**src/design/hbmt_pkg.sv**
```systemverilog
// Package for the heartbeat membership table: codes, widths and the slot record.
// No dependencies; the cell, top level, checker and testbench package import it.
package hbmt_pkg;

    localparam int TableEntriesDef = 32;
    localparam int FanoutDef       = 3;

    localparam logic [7:0]  FAIL_PERIOD_RST    = 8'd5;
    localparam logic [15:0] REMOVE_TIMEOUT_RST = 16'd20;
    localparam logic [31:0] TICK_COUNT_RST     = 32'hFFFF_FFFF;

    localparam logic [1:0] OP_HEARTBEAT = 2'd0;
    localparam logic [1:0] OP_JOIN_REQ  = 2'd1;
    localparam logic [1:0] OP_JOIN_REP  = 2'd2;
    localparam logic [1:0] OP_TICK      = 2'd3;

    localparam logic [1:0] KIND_JOIN_REPLY = 2'd0;
    localparam logic [1:0] KIND_HEARTBEAT  = 2'd1;
    localparam logic [1:0] KIND_ADDED      = 2'd2;
    localparam logic [1:0] KIND_REMOVED    = 2'd3;

    localparam logic [1:0] REG_FAIL_PERIOD    = 2'd0;
    localparam logic [1:0] REG_REMOVE_TIMEOUT = 2'd1;
    localparam logic [1:0] REG_IS_INTRODUCER  = 2'd2;

    typedef struct packed {
        logic        valid;
        logic [15:0] id;
        logic [15:0] port;
        logic [31:0] heartbeat;
        logic [31:0] seen;
    } slot_t;

    typedef struct packed {
        logic [1:0]  op;
        logic [15:0] peer_id;
        logic [15:0] peer_port;
        logic [31:0] peer_heartbeat;
    } in_beat_t;

    typedef struct packed {
        logic [1:0]  kind;
        logic        table_full;
        logic [15:0] target_id;
        logic [15:0] target_port;
        logic [31:0] own_heartbeat;
        logic        last;
    } out_beat_t;

    // Command a cell applies to the slot passing through it.
    typedef struct packed {
        logic        touch;   // compare id/port and refresh on match
        logic        age;     // check timeout and drop stale slot
        logic        insert;  // write the slot if this is the chosen free slot
        logic [15:0] id;
        logic [15:0] port;
        logic [31:0] hb;
        logic [31:0] tick;
        logic [15:0] timeout;
    } cell_cmd_t;

    // What a cell reports about the slot it just handled.
    typedef struct packed {
        logic matched;
        logic is_free;
        logic removed;
        logic valid;
    } cell_stat_t;

endpackage

```
**src/design/hbmt_stream_if.sv**
```systemverilog
// Valid/ready channel interface for input and result beats.
// Depends on nothing; payload type is a parameter.
interface hbmt_stream_if #(
    parameter type T = logic
);
    logic valid;
    logic ready;
    T     data;

    modport source (output valid, output data, input ready);
    modport sink   (input valid, input data, output ready);
endinterface

```
**src/design/hbmt_cell.sv**
```systemverilog
// One cell of the rotating slot ring: holds one slot, applies a command to it.
// Depends on hbmt_pkg.
module hbmt_cell (
    input  logic                 clk,
    input  logic                 rst_n,
    input  logic                 shift,
    input  logic                 apply,
    input  hbmt_pkg::cell_cmd_t  cmd,
    input  hbmt_pkg::slot_t      slot_in,
    output hbmt_pkg::slot_t      slot_out,
    output hbmt_pkg::cell_stat_t stat
);
    import hbmt_pkg::*;

    slot_t       slot_next;
    logic        valid_reg;
    logic [15:0] id_reg;
    logic [15:0] port_reg;
    logic [31:0] heartbeat_reg;
    logic [31:0] seen_reg;
    logic        match;
    logic        stale;

    assign match = slot_in.valid && slot_in.id == cmd.id && slot_in.port == cmd.port;
    assign stale = slot_in.valid && ((cmd.tick - slot_in.seen) > {16'd0, cmd.timeout});

    always_comb
    begin
        slot_next = slot_in;
        if (apply && cmd.touch && match)
        begin
            slot_next.heartbeat = cmd.hb;
            slot_next.seen      = cmd.tick;
        end
        if (apply && cmd.insert)
        begin
            slot_next.valid     = 1'b1;
            slot_next.id        = cmd.id;
            slot_next.port      = cmd.port;
            slot_next.heartbeat = cmd.hb;
            slot_next.seen      = cmd.tick;
        end
        if (apply && cmd.age && stale)
            slot_next.valid = 1'b0;
    end

    assign stat.matched = match;
    assign stat.is_free = !slot_in.valid;
    assign stat.removed = stale;
    assign stat.valid   = slot_in.valid;

    always_ff @(posedge clk or negedge rst_n)
    begin
        if (!rst_n)
            valid_reg <= 1'b0;
        else if (shift)
            valid_reg <= slot_next.valid;
    end

    always_ff @(posedge clk)
    begin
        if (shift)
        begin
            id_reg        <= slot_next.id;
            port_reg      <= slot_next.port;
            heartbeat_reg <= slot_next.heartbeat;
            seen_reg      <= slot_next.seen;
        end
    end

    assign slot_out = {valid_reg, id_reg, port_reg, heartbeat_reg, seen_reg};
endmodule

```
**src/design/heartbeat_membership_table_core.sv**
```systemverilog
// Heartbeat membership table top level: sequencer, config registers, cell ring.
// Depends on hbmt_pkg, hbmt_stream_if and hbmt_cell.
//
// Usage:
//   in_ch takes op, peer_id, peer_port, peer_heartbeat, one item at a time;
//   in_ch.ready is high only while the sequencer is idle.
//   out_ch gives kind, table_full, target_id, target_port, own_heartbeat and
//   last; last marks the final result beat of one input.
//   cfg_we/cfg_index/cfg_data write fail_period, remove_timeout, is_introducer;
//   write only while no item is in flight.
//   Slots sit in a ring of N = TABLE_ENTRIES cells; one pass rotates the ring
//   once, one slot per cycle through the head cell while out_ch does not stall.
//   Heartbeat/join request: a search pass, then an insert pass for a new peer
//   or one table_full beat for a full table, plus the join reply for a join.
//   Tick in group or as introducer: a send pass on ping expiry, an aging pass
//   and a flush of the held beat. Join reply and idle tick return to idle.
//   Results are registered; tick results trail one beat in a holding stage.
//   Reset empties the table, sets tick count to all ones, ping counter to 5.
//   A stalled out_ch freezes the ring during send and aging passes and at the
//   insert slot.
module heartbeat_membership_table_core #(
    parameter int TABLE_ENTRIES = hbmt_pkg::TableEntriesDef,
    parameter int FANOUT        = hbmt_pkg::FanoutDef
) (
    input  logic          clk,
    input  logic          rst_n,
    hbmt_stream_if.sink   in_ch,
    hbmt_stream_if.source out_ch,
    input  logic          cfg_we,
    input  logic [1:0]    cfg_index,
    input  logic [15:0]   cfg_data
);
    import hbmt_pkg::*;

    localparam int IW = $clog2(TABLE_ENTRIES);
    localparam int FW = $clog2(FANOUT + 1);

    typedef enum logic [7:0] {
        ST_IDLE   = 8'b0000_0001,
        ST_SEARCH = 8'b0000_0010,
        ST_INSERT = 8'b0000_0100,
        ST_FULL   = 8'b0000_1000,
        ST_REPLY  = 8'b0001_0000,
        ST_SEND   = 8'b0010_0000,
        ST_AGE    = 8'b0100_0000,
        ST_FLUSH  = 8'b1000_0000
    } state_t;

    state_t        state_reg, state_next;
    logic [7:0]    fail_period_reg;
    logic [15:0]   remove_timeout_reg;
    logic          is_introducer_reg;
    logic [31:0]   tick_count_reg;
    logic [7:0]    ping_left_reg;
    logic [31:0]   self_hb_reg;
    logic          in_group_reg;
    in_beat_t      item_reg;
    logic [IW-1:0] cnt_reg;
    logic          found_reg;
    logic          have_free_reg;
    logic [IW-1:0] free_pos_reg;
    logic [FW-1:0] sent_reg;
    logic          out_valid_reg;
    out_beat_t     out_reg;
    logic          pend_valid_reg;
    out_beat_t     pend_reg;

    slot_t      ring_out [TABLE_ENTRIES];
    cell_stat_t stat_all [TABLE_ENTRIES];
    slot_t      head_slot;
    cell_stat_t head_stat;
    cell_cmd_t  cmd;
    logic       shift;
    logic       apply;
    logic       emit_out;
    logic       emit_tick;
    out_beat_t  emit_beat;
    out_beat_t  pend_last;
    logic       done_pass;
    logic       accept;
    logic       out_free;
    logic       flush_fire;
    logic       found_now;
    logic       free_now;

    // Cell 0 is the head: it applies the command; others just pass data on.
    genvar g;
    generate
        for (g = 0; g < TABLE_ENTRIES; g++)
        begin : g_cell
            hbmt_cell u_cell (
                .clk(clk), .rst_n(rst_n), .shift(shift),
                .apply((g == 0) ? apply : 1'b0),
                .cmd(cmd), .slot_in(ring_out[(g + TABLE_ENTRIES - 1) % TABLE_ENTRIES]),
                .slot_out(ring_out[g]), .stat(stat_all[g])
            );
        end
    endgenerate

    assign head_slot = ring_out[TABLE_ENTRIES-1];
    assign head_stat = stat_all[0];
    assign done_pass = (cnt_reg == IW'(TABLE_ENTRIES - 1));
    assign found_now = found_reg || head_stat.matched;
    assign free_now  = have_free_reg || head_stat.is_free;

    assign out_free    = !out_valid_reg || out_ch.ready;
    assign in_ch.ready = (state_reg == ST_IDLE);
    assign accept      = in_ch.valid && in_ch.ready;
    assign flush_fire  = (state_reg == ST_FLUSH) && pend_valid_reg && out_free;

    always_comb
    begin
        cmd         = '0;
        cmd.id      = item_reg.peer_id;
        cmd.port    = item_reg.peer_port;
        cmd.hb      = item_reg.peer_heartbeat;
        cmd.tick    = tick_count_reg;
        cmd.timeout = remove_timeout_reg;
        shift       = 1'b0;
        apply       = 1'b0;
        emit_out    = 1'b0;
        emit_tick   = 1'b0;
        emit_beat   = '0;
        emit_beat.own_heartbeat = self_hb_reg;
        emit_beat.target_id     = head_slot.id;
        emit_beat.target_port   = head_slot.port;
        state_next  = state_reg;
        unique case (state_reg)
            ST_IDLE:
            begin
                if (accept)
                begin
                    unique case (in_ch.data.op) inside
                        OP_HEARTBEAT, OP_JOIN_REQ: state_next = ST_SEARCH;
                        OP_JOIN_REP: ;
                        OP_TICK:
                        begin
                            if (in_group_reg || is_introducer_reg)
                                state_next = (ping_left_reg == 8'd0) ? ST_SEND : ST_AGE;
                        end
                    endcase
                end
            end
            ST_SEARCH:
            begin
                cmd.touch = 1'b1;
                shift = 1'b1;
                apply = 1'b1;
                if (done_pass)
                begin
                    if (found_now)
                        state_next = (item_reg.op == OP_JOIN_REQ) ? ST_REPLY : ST_IDLE;
                    else if (free_now)
                        state_next = ST_INSERT;
                    else
                        state_next = ST_FULL;
                end
            end
            ST_INSERT:
            begin
                // Rotate once more; write the free slot as it passes the head.
                if (cnt_reg != free_pos_reg || out_free)
                begin
                    shift = 1'b1;
                    if (cnt_reg == free_pos_reg)
                    begin
                        apply = 1'b1;
                        cmd.insert = 1'b1;
                        emit_out = 1'b1;
                        emit_beat.kind        = KIND_ADDED;
                        emit_beat.target_id   = item_reg.peer_id;
                        emit_beat.target_port = item_reg.peer_port;
                        emit_beat.last        = (item_reg.op != OP_JOIN_REQ);
                    end
                    if (done_pass)
                        state_next = (item_reg.op == OP_JOIN_REQ) ? ST_REPLY : ST_IDLE;
                end
            end
            ST_FULL:
            begin
                if (out_free)
                begin
                    emit_out = 1'b1;
                    emit_beat.kind        = KIND_ADDED;
                    emit_beat.table_full  = 1'b1;
                    emit_beat.target_id   = item_reg.peer_id;
                    emit_beat.target_port = item_reg.peer_port;
                    emit_beat.last        = (item_reg.op != OP_JOIN_REQ);
                    state_next = (item_reg.op == OP_JOIN_REQ) ? ST_REPLY : ST_IDLE;
                end
            end
            ST_REPLY:
            begin
                if (out_free)
                begin
                    emit_out = 1'b1;
                    emit_beat.kind        = KIND_JOIN_REPLY;
                    emit_beat.target_id   = item_reg.peer_id;
                    emit_beat.target_port = item_reg.peer_port;
                    emit_beat.last        = 1'b1;
                    state_next = ST_IDLE;
                end
            end
            ST_SEND:
            begin
                if (out_free)
                begin
                    shift = 1'b1;
                    if (head_slot.valid && sent_reg != FW'(FANOUT))
                    begin
                        emit_tick = 1'b1;
                        emit_beat.kind = KIND_HEARTBEAT;
                    end
                    if (done_pass)
                        state_next = ST_AGE;
                end
            end
            ST_AGE:
            begin
                if (out_free)
                begin
                    shift = 1'b1;
                    apply = 1'b1;
                    cmd.age = 1'b1;
                    if (head_stat.removed)
                    begin
                        emit_tick = 1'b1;
                        emit_beat.kind = KIND_REMOVED;
                    end
                    if (done_pass)
                        state_next = ST_FLUSH;
                end
            end
            ST_FLUSH:
            begin
                if (!pend_valid_reg || out_free)
                    state_next = ST_IDLE;
            end
            default: state_next = ST_IDLE;
        endcase
    end

    always_comb
    begin
        pend_last      = pend_reg;
        pend_last.last = 1'b1;
    end

    always_ff @(posedge clk or negedge rst_n)
    begin
        if (!rst_n)
        begin
            state_reg          <= ST_IDLE;
            fail_period_reg    <= FAIL_PERIOD_RST;
            remove_timeout_reg <= REMOVE_TIMEOUT_RST;
            is_introducer_reg  <= 1'b0;
            tick_count_reg     <= TICK_COUNT_RST;
            ping_left_reg      <= FAIL_PERIOD_RST;
            self_hb_reg        <= '0;
            in_group_reg       <= 1'b0;
            item_reg           <= '0;
            cnt_reg            <= '0;
            found_reg          <= 1'b0;
            have_free_reg      <= 1'b0;
            free_pos_reg       <= '0;
            sent_reg           <= '0;
            out_valid_reg      <= 1'b0;
            out_reg            <= '0;
            pend_valid_reg     <= 1'b0;
            pend_reg           <= '0;
        end
        else
        begin
            state_reg <= state_next;
            if (cfg_we)
            begin
                unique case (cfg_index)
                    REG_FAIL_PERIOD:    fail_period_reg    <= cfg_data[7:0];
                    REG_REMOVE_TIMEOUT: remove_timeout_reg <= cfg_data;
                    REG_IS_INTRODUCER:  is_introducer_reg  <= cfg_data[0];
                    default: ;
                endcase
            end

            if (shift)
                cnt_reg <= done_pass ? '0 : cnt_reg + IW'(1);

            if (accept)
            begin
                found_reg     <= 1'b0;
                have_free_reg <= 1'b0;
            end
            else if (state_reg == ST_SEARCH)
            begin
                if (head_stat.matched)
                    found_reg <= 1'b1;
                if (head_stat.is_free && !have_free_reg)
                begin
                    have_free_reg <= 1'b1;
                    free_pos_reg  <= cnt_reg;
                end
            end

            if (accept)
                sent_reg <= '0;
            else if (state_reg == ST_SEND && emit_tick)
                sent_reg <= sent_reg + FW'(1);

            // Advance the tick count once the aging pass has covered every slot.
            if (state_reg == ST_AGE && shift && done_pass)
                tick_count_reg <= tick_count_reg + 32'd1;

            if (accept)
            begin
                item_reg <= in_ch.data;
                unique case (in_ch.data.op) inside
                    OP_HEARTBEAT, OP_JOIN_REQ: ;
                    OP_JOIN_REP: in_group_reg <= 1'b1;
                    OP_TICK:
                    begin
                        if (in_group_reg || is_introducer_reg)
                        begin
                            if (ping_left_reg == 8'd0)
                            begin
                                ping_left_reg <= fail_period_reg;
                                self_hb_reg   <= self_hb_reg + 32'd1;
                            end
                            else
                                ping_left_reg <= ping_left_reg - 8'd1;
                        end
                    end
                endcase
            end

            // Tick beats wait in the holding stage until the next one shows up,
            // so the final one can be marked last at flush.
            if (emit_out)
            begin
                out_reg       <= emit_beat;
                out_valid_reg <= 1'b1;
            end
            else if (flush_fire)
            begin
                out_reg       <= pend_last;
                out_valid_reg <= 1'b1;
            end
            else if (emit_tick && pend_valid_reg)
            begin
                out_reg       <= pend_reg;
                out_valid_reg <= 1'b1;
            end
            else if (out_ch.ready)
                out_valid_reg <= 1'b0;

            if (emit_tick)
            begin
                pend_reg       <= emit_beat;
                pend_valid_reg <= 1'b1;
            end
            else if (flush_fire)
                pend_valid_reg <= 1'b0;
        end
    end

    assign out_ch.valid = out_valid_reg;
    assign out_ch.data  = out_reg;
endmodule

```
**src/flat_wrapper.sv**
```systemverilog
// flat-port wrapper written by rule: the top's interface ports become plain ports
module heartbeat_membership_table_core_flat import hbmt_pkg::*;
#(
    parameter int TABLE_ENTRIES = hbmt_pkg::TableEntriesDef,
    parameter int FANOUT        = hbmt_pkg::FanoutDef
)
  (clk, rst_n, cfg_we, cfg_index, cfg_data, in_ch_valid, in_ch_data, in_ch_ready, out_ch_valid, out_ch_data, out_ch_ready);
  hbmt_stream_if #(.T(in_beat_t)) in_ch_i ();
  hbmt_stream_if #(.T(out_beat_t)) out_ch_i ();
  input  logic clk;
  input  logic rst_n;
  input  logic cfg_we;
  input  logic [1:0] cfg_index;
  input  logic [15:0] cfg_data;
  input wire logic [$bits(in_ch_i.valid)-1:0] in_ch_valid;
  input wire logic [$bits(in_ch_i.data)-1:0] in_ch_data;
  output wire logic [$bits(in_ch_i.ready)-1:0] in_ch_ready;
  output wire logic [$bits(out_ch_i.valid)-1:0] out_ch_valid;
  output wire logic [$bits(out_ch_i.data)-1:0] out_ch_data;
  input wire logic [$bits(out_ch_i.ready)-1:0] out_ch_ready;
  assign in_ch_i.valid = in_ch_valid;
  assign in_ch_i.data = in_ch_data;
  assign in_ch_ready = in_ch_i.ready;
  assign out_ch_valid = out_ch_i.valid;
  assign out_ch_data = out_ch_i.data;
  assign out_ch_i.ready = out_ch_ready;
  heartbeat_membership_table_core #(.TABLE_ENTRIES(TABLE_ENTRIES), .FANOUT(FANOUT)) u_core (.clk(clk), .rst_n(rst_n), .in_ch(in_ch_i), .out_ch(out_ch_i), .cfg_we(cfg_we), .cfg_index(cfg_index), .cfg_data(cfg_data));
endmodule
```
**config.mk**
```make
export PLATFORM = sky130hd
export DESIGN_NAME = heartbeat_membership_table_core_flat
export DESIGN_NICKNAME = d
export VERILOG_FILES = /design/src/design/hbmt_pkg.sv /design/src/design/hbmt_stream_if.sv /design/src/design/hbmt_cell.sv /design/src/design/heartbeat_membership_table_core.sv /design/src/flat_wrapper.sv
export SDC_FILE = /design/constraint.sdc
export NUM_CORES = 2
export LEC_CHECK = 0
export BUFFER_PORTS_ARGS = -buffer_cell sky130_fd_sc_hd__buf_2
export CAP_MARGIN = 5
export CORE_MARGIN = 3
export CORE_UTILIZATION = 58
export CTS_BUF_LIST = sky130_fd_sc_hd__clkbuf_8
export CTS_CLUSTER_SIZE = 24
export DETAILED_ROUTE_END_ITERATION = 8
export GPL_TIMING_DRIVEN = 0
export PLACE_DENSITY = 0.77
export SLEW_MARGIN = 20
export SYNTH_ARGS = -nofsm -noshare
export SYNTH_HDL_FRONTEND = slang
export SYNTH_SLANG_ARGS = --single-unit
export TNS_END_PERCENT = 30
```
**constraint.sdc**
```tcl
create_clock -name clk -period 57.9 [get_ports clk]
set_clock_uncertainty 0.1 [all_clocks]
set_input_delay 2.895 -clock clk [delete_from_list [all_inputs] [get_ports clk]]
set_output_delay 2.895 -clock clk [all_outputs]
set_load 0.01 [all_outputs]
```
==> results.toml <==
[yosys]
synth_area_per_cell_sq_um = 20.5
synthArstFlopShare = 0.137
syn_area_sq_mm = 0.0794
synth_fa_ha_area_frac = 0.00861
muxShareOfSynthArea = 0.0340
postSynthCellCount = 3877
ys_seq_area_frac = 0.878
synthXorXnorAreaFrac = 0.0137
synth_compound_area_frac = 0.0182
ys_ff_latch = 2372
synth_fp_nets = 4020
yosysWarnings = 0
synth_top_family_by_area = "simple AND/OR/NAND/NOR gates"
yosys_most_used_dff = "edfxtp_1"
yosysUniqueCellTypes = 73
synth-edff-count = 2048
synth_simple_gate_area_frac = 0.0398

[clock_tree]
cts_tree = "done"
cts_resized = 0
cts_hold_buf = 0
clock_sink_count = 2372
htreeDepth = 5
clock_latency_ns = 0.99
cts_root_buffer = "clkbuf_8"
post-cts-setup-buffer-count = 0
cts_buffers = 373
clk_pin_slew_worst_paths_ns = 0.06
clock_path_buffers = 4

[finish]
largest_register_ff_count = 1024
layout_commonest_cell = "edfxtp_1"
syn2layout_area_growth_pct = 13.1
drive_gt1_frac = 0.194
layout_common_cells = "edfxtp_1, nand2_1, clkbuf_8"
layout.nets = 4548

[global_routing]
grt-ovfl-total = 0
first_global_vias = 34563
track_usage = 0.186
antenna_found_initial = 18
grt_max_degree = 108
grt_pass1_wl_mm = 199

[floorplan]
die_height_um = 376
die_area_sq_mm = 0.141
io_pins = 159
die_x_um = 376
core_sq_mm = 0.136
start_util = 0.585
rows = 135

[setup_path]
slowest_delay_ns = 0.55
startpoint_type = "register"
worstPathArrival_ns = 6.95
cp-end-kind = "register"
startpoint = "u_core.tick_count_reg[0]"
path_buf_inv = 3
cp.required_ns = 58.62
slowest_stage = "dfstp_2"
path_class = "reg -> reg"
r2r_start = "u_core.tick_count_reg[0]"
path_cells = "inv_1 > ha_1 > fa_1 > nor2b_1 > o2111ai_1 > a211oi_1 > nor2_1 > xnor2_1 > ha_1 > nand4_1 > nor3_1 > a21boi_0 > a2111oi_0 > a22oi_1 > a21oi_1 > or4b_4 > o41ai_2 > nand2_1 > buf_6 > buf_6 > mux2_4"
crit_fanout = 10
crit_family = "compound AO/OA/AOI/OAI gates"

[status]
status = "finished, final reports clean"

[sta]
rsz0062_at_grt = "false"
fmax_mhz = 161
final_max_slew_viol_count = 0
fin_tns_setup_ns = 0
setup_viol = 0
hold_viol_final = 0
whs_ns = 0.256
final.period_utilization = 0.107
layout_min_cycle_time_ns = 6.22
slew_headroom = 0.210
tightest_slew_ns = 1.17

[detailed_routing]
drt_wl_total_mm = 130
first_pass_iters = 6
drt.antenna.violating_nets = 0
wire_per_inst_um = 20.0
vias = 34561
viasPerCell = 5.34
drt-initial-drc-count = 2964
drc = 0

[power]
leakagePower_uw = 0.0327
power_density_mw_per_mm2 = 56.3
peakVddDrop_mv = 0.0361

[placed_design]
gp_congestion = 0.836
dp_hpwl_mm = 78.1
io_buffers = 126

[min_path]
hp-class = "reg -> reg"
hp-start = "u_core.g_cell[12].u_cell.seen_reg[17]"

[run]
drv_cap = 0
## report_power, final
group | internal (uW) | total (uW) | switching [uW]
sequential | 2920 | 3140 | 227
combinational | 155 | 644 | 490
clock | 667 | 1270 | 600
## per-stage QoR
step / area, sq um / utilization / total power (uW) / worst slack [ns] / instances
after floorplan: 79400 / - / 4570 / 26.86 / 3877
after global placement: 82200 / 0.606 / 5120 / 18.84 / 5784
after detailed placement: 83000 / 0.612 / 3820 / 50.81 / 5811
after CTS: 89700 / 0.662 / 5120 / 51.63 / 6467
after global routing: 89800 / 0.662 / 5320 / 51.25 / 6472
final: 89800 / 0.662 / 5050 / 51.68 / 6474
## synth_stat cells, types with 9 or more instances
| cell type | count | area, sq um |
|---|---|---|
| ha_1 | 53 | 663 |
| dfstp_2 | 39 | 1020 |
| nor2_1 | 69 | 259 |
| mux2_2 | 209 | 2350 |
| nor3_1 | 34 | 170 |
| a21o_1 | 16 | 120 |
| nand3_1 | 38 | 190 |
| buf_2 | 14 | 70.1 |
| and3_1 | 17 | 106 |
| dfrtp_1 | 285 | 7130 |
| o21a_1 | 10 | 75.1 |
| nand2_1 | 448 | 1680 |
| nand4_1 | 20 | 125 |
| mux2_4 | 16 | 240 |
| clkbuf_1 | 50 | 188 |
| xor2_1 | 55 | 482 |
| o21ai_0 | 72 | 360 |
| nand2b_1 | 11 | 68.8 |
| inv_1 | 81 | 304 |
| or3_1 | 11 | 68.8 |
| mux2_1 | 9 | 101 |
| a21oi_1 | 56 | 280 |
| nor4_1 | 12 | 75.1 |
| edfxtp_1 | 2048 | 61500 |
| xnor2_1 | 69 | 604 |
## kinds of logic (layout without fill, tap and decap cells)
family / after synthesis / in the layout
flip-flops: 2372 / 2372
AND/OR/NAND/NOR: 711 / 711
multiplexers: 234 / 234
AO/OA/AOI/OAI: 227 / 227
buffers and inverters: 155 / 964
XOR/XNOR: 124 / 124
adder cells (fa/ha/maj): 54 / 54
other: 0 / 7
## per-layer routing
metal,GRT usage,share of wire,vias to the layer above
li1,-,-,15819
met1,0.291,0.47,17459
met2,0.254,0.43,993
met3,0.0476,0.067,288
met4,0.0724,0.029,2
met5,0,0.000093,-
## final timing paths
path,end,slack [ns],depth (start not counted)
hold / removal,u_core.g_cell[13].u_cell.seen_reg[17],0.26,0
max in group asynchronous,u_core.ping_left_reg[2],54.09,4
setup / recovery,u_core.out_ch.data[61],51.68,21
min in group asynchronous,u_core.cmd[100],1.82,1
hold reg to reg,u_core.g_cell[13].u_cell.seen_reg[17],0.26,0
setup reg to reg,u_core.out_ch.data[61],51.68,21
## area by class of cell
| cell class | count | area, sq um |
|---|---|---|
| Clock buffer | 395 | 5440 |
| Timing Repair Buffer | 153 | 1380 |
| Inverter | 82 | 308 |
| Clock inverter | 261 | 1300 |
| Multi-Input combinational cell | 1350 | 9090 |
| Sequential cell | 2372 | 69700 |
| Antenna cell | 7 | 17.5 |
| Buffer | 73 | 339 |
| Fill cell | 8415 | 45900 |
| Tap cell | 1781 | 2230 |
(Power assumes the default switching activity.)
